### config.mk
export PLATFORM = sky130hd
export DESIGN_NAME = fasc_controller
export DESIGN_NICKNAME = d
export VERILOG_FILES = /design/src/hdl/fasc_pkg.sv /design/src/hdl/fasc_controller.sv
export SDC_FILE = /design/constraint.sdc
export NUM_CORES = 1
export LEC_CHECK = 0
export BUFFER_PORTS_ARGS = -buffer_cell sky130_fd_sc_hd__buf_2
export CORE_AREA = 2 2 39 41
export DETAILED_ROUTE_END_ITERATION = 12
export DIE_AREA = 0 0 41 43
export HOLD_SLACK_MARGIN = 0.05
export PLACE_DENSITY = 0.67
export SLEW_MARGIN = 20
export SYNTH_ARGS = -nofsm -noshare
export SYNTH_HDL_FRONTEND = slang
export SYNTH_SLANG_ARGS = --single-unit
export TNS_END_PERCENT = 30
### constraint.sdc
create_clock -name clk_i -period 5 [get_ports clk_i]
set_input_delay 1.5 -clock clk_i [delete_from_list [all_inputs] [get_ports clk_i]]
set_output_delay 1.5 -clock clk_i [all_outputs]
set_load 0.005 [all_outputs]
### src/hdl/fasc_pkg.sv
`default_nettype none
package fasc_pkg;

  localparam int FRAME_W    = 10;
  localparam int ADDR_W     = 48;
  localparam int OWNER_W    = 8;
  localparam int FRAME_SPACE = 1 << FRAME_W;
  localparam int FRAMES_DEF = 1024;

  typedef logic [FRAME_W-1:0] frame_t;

  // Actions.
  localparam logic [2:0] ACT_ALLOC = 3'd0;
  localparam logic [2:0] ACT_FREE  = 3'd1;
  localparam logic [2:0] ACT_PIN   = 3'd2;
  localparam logic [2:0] ACT_UNPIN = 3'd3;
  localparam logic [2:0] ACT_REF   = 3'd4;

  // Result status codes.
  localparam logic [1:0] ST_OK      = 2'd0;
  localparam logic [1:0] ST_NOFRAME = 2'd1;
  localparam logic [1:0] ST_PINLIM  = 2'd2;
  localparam logic [1:0] ST_INVALID = 2'd3;

  // Per-frame flags: bit 0 referenced, bit 1 pinned, bits 3..2 list.
  localparam int FL_REF = 0;
  localparam int FL_PIN = 1;
  localparam logic [1:0] LIST_NONE  = 2'd0;
  localparam logic [1:0] LIST_FREE  = 2'd1;
  localparam logic [1:0] LIST_ALLOC = 2'd2;

  typedef struct packed {
    logic [2:0]         action;
    frame_t             frame;
    logic [ADDR_W-1:0]  page_addr;
    logic [OWNER_W-1:0] owner;
  } in_t;

  typedef struct packed {
    frame_t             result_frame;
    logic [1:0]         status;
    logic               evicted;
    frame_t             evicted_frame;
    logic [ADDR_W-1:0]  evicted_addr;
    logic [OWNER_W-1:0] evicted_owner;
  } out_t;

  typedef enum logic [3:0] {
    CMD_NONE,
    CMD_CLEAR,
    CMD_ACCEPT,
    CMD_FREE_POP,
    CMD_FREE_UNLINK,
    CMD_FRESH,
    CMD_SCAN_START,
    CMD_SCAN_STEP,
    CMD_FAIL,
    CMD_APPEND1,
    CMD_APPEND2,
    CMD_CHECK,
    CMD_PREPEND1,
    CMD_PREPEND2
  } cmd_e;

  typedef struct packed {
    logic [2:0] action;
    logic       clear_done;
    logic       free_empty;
    logic       fresh_ok;
    logic       alloc_empty;
    logic       victim;
    logic       scan_fail;
    logic       check_ok;
  } dp_status_t;

endpackage
`default_nettype wire

### src/hdl/fasc_controller.sv
`default_nettype none
module fasc_controller
  import fasc_pkg::*;
(
  input  wire        clk_i,
  input  wire        rst_ni,
  input  wire        start_i,
  input  dp_status_t status_i,
  output cmd_e       cmd_o,
  output logic       busy_o,
  output logic       done_o
);

  localparam logic [3:0] S_CLEAR    = 4'd0;
  localparam logic [3:0] S_IDLE     = 4'd1;
  localparam logic [3:0] S_DISPATCH = 4'd2;
  localparam logic [3:0] S_FUNLINK  = 4'd3;
  localparam logic [3:0] S_SCAN     = 4'd4;
  localparam logic [3:0] S_APPEND1  = 4'd5;
  localparam logic [3:0] S_APPEND2  = 4'd6;
  localparam logic [3:0] S_PREPEND1 = 4'd7;
  localparam logic [3:0] S_PREPEND2 = 4'd8;
  localparam logic [3:0] S_DONE     = 4'd9;

  logic [3:0] state_q, state_d;

  assign busy_o = (state_q != S_IDLE);
  assign done_o = (state_q == S_DONE);

  always_comb begin
    state_d = state_q;
    cmd_o   = CMD_NONE;
    unique case (state_q)
      S_CLEAR: begin
        cmd_o = CMD_CLEAR;
        if (status_i.clear_done) state_d = S_IDLE;
      end
      S_IDLE: begin
        if (start_i) begin
          cmd_o   = CMD_ACCEPT;
          state_d = S_DISPATCH;
        end
      end
      S_DISPATCH: begin
        if (status_i.action == ACT_ALLOC) begin
          priority if (!status_i.free_empty) begin
            cmd_o   = CMD_FREE_POP;
            state_d = S_FUNLINK;
          end else if (status_i.fresh_ok) begin
            cmd_o   = CMD_FRESH;
            state_d = S_APPEND1;
          end else if (status_i.alloc_empty) begin
            cmd_o   = CMD_FAIL;
            state_d = S_DONE;
          end else begin
            cmd_o   = CMD_SCAN_START;
            state_d = S_SCAN;
          end
        end else if (status_i.action == ACT_FREE || status_i.action == ACT_PIN ||
                     status_i.action == ACT_UNPIN || status_i.action == ACT_REF) begin
          cmd_o   = CMD_CHECK;
          state_d = (status_i.action == ACT_FREE && status_i.check_ok) ?
                    S_PREPEND1 : S_DONE;
        end else begin
          state_d = S_DONE;
        end
      end
      S_FUNLINK: begin
        cmd_o   = CMD_FREE_UNLINK;
        state_d = S_APPEND1;
      end
      S_SCAN: begin
        cmd_o = CMD_SCAN_STEP;
        if (status_i.victim) state_d = S_APPEND1;
        else if (status_i.scan_fail) state_d = S_DONE;
      end
      S_APPEND1: begin
        cmd_o   = CMD_APPEND1;
        state_d = S_APPEND2;
      end
      S_APPEND2: begin
        cmd_o   = CMD_APPEND2;
        state_d = S_DONE;
      end
      S_PREPEND1: begin
        cmd_o   = CMD_PREPEND1;
        state_d = S_PREPEND2;
      end
      S_PREPEND2: begin
        cmd_o   = CMD_PREPEND2;
        state_d = S_DONE;
      end
      S_DONE:  state_d = S_IDLE;
      default: state_d = S_IDLE;
    endcase
  end

  always_ff @(posedge clk_i or negedge rst_ni) begin
    if (!rst_ni) begin
      state_q <= S_CLEAR;
    end else begin
      state_q <= state_d;
    end
  end

`ifndef SYNTHESIS
  a_done_once: assert property (@(posedge clk_i) disable iff (!rst_ni)
    done_o |=> !done_o)
    else $error("result strobe held for more than one cycle");
  a_accept: assert property (@(posedge clk_i) disable iff (!rst_ni)
    (start_i && !busy_o) |=> (state_q == S_DISPATCH))
    else $error("accepted word did not reach dispatch");
`endif

endmodule
`default_nettype wire

## Word-level counts from Yosys, hierarchy flattened

Cells that the tools add are included.

| storage, ports and cells | value |
|---|---|
| input port bits | 13 |
| output and inout bits | 6 |
| bits in registers | 4 |
| logic and storage cells | 44 |

| cells by class | value |
|---|---|
| multiplexer cells | 18 |
| reductions and logical operators | 8 |
| eq/ne operators | 17 |

Operator list:

| kind | number |
|---|---|
| two-way mux 4 bit | 15 |
| one-hot mux 4 bit (9 select lines) | 1 |
| one-hot mux 4 bit (8 select lines) | 1 |
| equality test 4 x 3 -> 1 bit (second input constant) | 4 |
| equality test 4 x 2 -> 1 bit (second input constant) | 2 |
| equality test 4 bit (second input constant) | 2 |
| equality test 3 x 2 -> 1 bit (second input constant) | 2 |
| equality test 4 x 1 -> 1 bit (second input constant) | 1 |
| zero test 4 bit | 1 |
| != test 2 bit (second input constant) | 2 |
| != test 4 x 1 -> 1 bit (second input constant) | 1 |
| equality test 3 x 1 -> 1 bit (second input constant) | 1 |
| equality test 3 bit (second input constant) | 1 |
| zero test 3 bit | 1 |
| logical OR 1 bit | 3 |
| != test 3 bit (second input constant) | 1 |
| AND reduction 3 bit | 1 |
| two-way mux 2 bit | 1 |
| OR reduction 2 bit | 1 |
| logical AND 1 bit | 1 |

## Logic depth before layout (Yosys ltp)

| logic depth | value |
|---|---|
| word-level depth | 7 |
| mapped depth | 4 |
| gate-level depth less buffers | 3 |

## Least setup slack after synthesis

Ideal clock, no wire load.

| timing | value |
|---|---|
| path type | input to output |
| start | input port status_i[9] in the netlist's numbering |
| end | output port cmd_o[2] |
| required time | 3.500 ns |
| slack | 1.178 ns |
| cell stages on the path | 3 |
| path buffers | 0 |
| data arrival time | 2.322 ns |
| cell sequence | or4b_4 > nor2_1 > a311o_1 |

| between the ends | value |
|---|---|
| longest elaborated chain between the ends | 3 |

Ends and longest elaborated chain:

| what | line | text |
|---|---|---|
| start: declaration | fasc_controller.sv:8 | `input dp_status_t status_i,` |
| zero test 3 bit | fasc_controller.sv:45 | `if (status_i.action == ACT_ALLOC) begin` |
| two-way mux 4 bit | fasc_controller.sv:45 |  |
| one-hot mux 4 bit (9 select lines) | fasc_controller.sv:33 | `unique case (state_q)` |
| end: declaration | fasc_controller.sv:9 | `output cmd_e cmd_o,` |

Every way passes these cells.

## Worst setup path after layout

Same ends and word-level chain as after synthesis.

==> Flow_metrics.wiki <==
{| class="wikitable"
! Metric !! Value
|-
| Final worst setup slack || 0.905 ns
|-
| Cell area reported after detailed placement || between 600 and 700 um2
|-
| DIE AREA || 1760 um2
|-
| Stages on worst setup path || 5
|-
| I/O pin count || 19
|-
| Worst-Skew Late Latency || 0.23 ns
|-
| Cells along the critical path || buf_2, or4b_4, nor2_1, a311o_1, buf_2
|-
| Sequential Area || 100 um2
|-
| Worst setup endpoint || cmd_o[2]
|-
| Worst setup EP type || output pin
|-
| Register bank with the most flops || state_q
|-
| Post-synth net total || 82
|-
| Worst setup path category || input port to output pin
|-
| Number of buffers created by CTS || 3
|-
| Data required time at the worst endpoint || 3.50 ns
|-
| Data arrival time of the critical path || 2.59 ns
|-
| Via count of the first global-routing pass || 533
|-
| FF+latch count, synth || 4
|-
| Final antenna-violating net count || 0
|-
| Total congestion overflow after global routing || 0
|-
| Initial detailed-routing violation count || 7
|-
| Worst-path clk slew || 0.04 ns
|-
| Most frequent cells in the layout || 18 x buf_2, 10 x nor2_1, 5 x nand2_1
|-
| Maximum net fanout on the critical path || 5
|-
| FF-to-FF path depth || 3
|-
| Peak VDD IR || 0.173 mV
|-
| Slew Limit Fails || 0
|-
| Leakage power || roughly 0.28 nW
|-
| Core area || 1380 um2
|-
| Ys Warns || 0
|-
| Area taken by multi-input logic gates || 407 um2
|-
| Portion of the clock cycle consumed by the worst path in the final layout || 81.9%
|-
| Slowest-stage cell, CP || or4b_4
|-
| Number of placement rows || 14
|-
| Endpoint of the lowest-slack register-to-register path || state_q[3]$_DFFE_PN0P_
|-
| Minimum clock period || 4.09 ns
|-
| Design area || 651 um2
|-
| Fraction of the yosys area taken by sequential cells || 18.4%
|-
| Number of flip-flops under the largest register name || 4
|-
| Top FF cell, synth || dfrtp_1
|-
| Final sum of negative setup slack || 0 ns
|-
| Post-route clock skew || between 0.004 and 0.005 ns
|-
| Initial core utilization || 39.2%
|-
| Post-CTS resize count || 0
|-
| DIE HEIGHT || 43 um
|-
| Most frequent standard cell in the layout excluding fill and tap cells || buf_2
|-
| Combined area of all synthesized cells || 543 um2
|-
| Fillers || 160
|-
| Final setup vio count || 0
|-
| RSZ-0062 raised after global routing || no
|-
| Crit path max-delay family || simple AND/OR/NAND/NOR gates
|-
| Layout cell share with drive strength beyond 1 || between 30% and 40%
|-
| Final-report hold violation count || 0
|-
| Global-route wire length before repair || 2100 um
|-
| Post-CTS Setup Repair Bufs || 0
|-
| Class of the tightest hold or removal check || register to register
|-
| HPWL after DPL || 1010 um
|-
| Async SR Flop Fraction || 100%
|-
| Overall via count from detail_route || 583
|-
| CP max stage delay || 0.56 ns
|-
| Post-synthesis instance total || 69
|-
| Clock root buffer || clkbuf_4
|-
| Final core utilization || 47.0%
|-
| Run status || finished clean
|-
| Crit path buffers/inverters || 2
|-
| WL/cell || 12.6 um
|-
| Slew at the pin closest to its max-slew limit || 0.501 ns
|-
| Synth unique cells || 36
|-
| Most used cell, CP || buf_2
|-
| Total of hold buffers inserted after clock tree synthesis || 0
|-
| Startpoint type of the worst setup path || input port
|-
| IO buf count || 18
|-
| Depth of the CTS H-tree || 1
|-
| Clock sinks || 4
|-
| Post-layout nets || 101
|-
| Antenna violations before repair || 0
|-
| Count of TritonRoute iterations in the first routing pass || 4
|-
| TritonCTS clock tree || yes
|-
| Max Cap Viol || 0
|-
| Post-synth EDFFs || 0
|-
| Horizontal die dimension || 41 um
|-
| Post-DR vias/cell || 5.72
|-
| Flop2flop setup slack || 3.36 ns
|-
| Top Registers || state_q: 4 flops
|-
| Number of diodes added for antenna fixing || 0
|-
| Avg Synthesized Cell Area || 7.87 um2
|-
| Cell area power density || 460 nW/um2
|-
| CP startpoint || status_i[9]
|-
| Largest net degree at the start of global routing || 16
|-
| Overall track demand over capacity in global routing || 17.0%
|-
| Placement Setup Slack || roughly 0.91 ns
|-
| R2r startpoint || state_q[3]$_DFFE_PN0P_
|-
| Area added between synthesis and finish || 19.8%
|-
| DRT Wirelength || 1290 um
|-
| DRC violation count after routing || 0
|-
| Remaining max-slew budget at the tightest pin || ~67%
|-
| Fmax || 244 MHz
|-
| Maximum buffer depth of the clock tree || 2
|-
| Routability-driven placement congestion ratio || around 0.77
|}
==> area by class of cell <==
cell class,count,area share [%]
Clock buffer,3,3.46
Inverter,3,1.73
Multi-Input combinational cell,58,62.5
Sequential cell,4,15.4
Tap cell,16,3.08
Timing Repair Buffer,18,13.8
==> metal layers <==
metal	vias to the layer above	track usage [%]	part of all wire [%]
li1	299	-	-
met1	268	23.0	47
met2	16	26.9	48
met3	0	1.57	4.5
met4	0	6.00	0
met5	-	0	0
==> synthesized netlist by cell type, types with 2 or more instances <==
cell,instances,area [um2]
buf_2,2,10.0
nor3b_1,2,15.0
nor2b_1,4,25.0
nor2_1,10,37.5
o211ai_1,2,15.0
dfrtp_1,4,100
inv_1,3,11.3
or3_1,2,12.5
o22ai_1,4,25.0
nand2_1,5,18.8
o21ai_0,3,15.0
and3b_1,2,17.5
a211oi_1,3,22.5
==> power by group <==
group / leakage, nW / switching, mW / total, mW / internal (mW)
clock: 0.0138 / 0.0119 / 0.0386 / 0.0267
combinational: 0.220 / 0.0778 / 0.169 / 0.0912
sequential: 0.0504 / 0.0471 / 0.0915 / 0.0444
total: 0.284 / 0.137 / 0.299 / 0.162
==> tightest hold or removal path, stage by stage, from the launching register on <==
cell	delay, ns
dfrtp_1	0.51
inv_1	0.18
a22o_1	0.16
==> stage by stage <==
| stage | cells | total power, mW | hold slack (ns) |
|---|---|---|---|
| detailed placement | 99 | 0.260 | 0.866 |
| global placement | 99 | 0.259 | 0.870 |
| global route | 102 | 0.322 | 0.928 |
| floorplan | 69 | 0.209 | 0.571 |
| CTS | 102 | 0.301 | 0.872 |
| finish | 102 | 0.299 | 0.879 |
==> cells by family after synthesis <==
group / Yosys count / share of synthesized area, %
AND/OR/NAND/NOR: 36 / 42.9
AO/OA/AOI/OAI: 22 / 32.0
flip-flops: 4 / 18.4
buffers and inverters: 7 / 6.68
==> worst min-delay path by stage <==
stage,from,to,cells past startpoint
final,state_q[3]$_DFFE_PN0P_,state_q[2]$_DFFE_PN0P_,2
after global placement,state_q[3]$_DFFE_PN0P_,state_q[2]$_DFFE_PN0P_,2
after floorplan,state_q[3]$_DFFE_PN0P_,state_q[1]$_DFFE_PN0P_,3
after detailed placement,state_q[3]$_DFFE_PN0P_,state_q[2]$_DFFE_PN0P_,2
after global routing,state_q[3]$_DFFE_PN0P_,state_q[2]$_DFFE_PN0P_,2
after CTS,state_q[3]$_DFFE_PN0P_,state_q[2]$_DFFE_PN0P_,2
(Power assumes the default switching activity.)
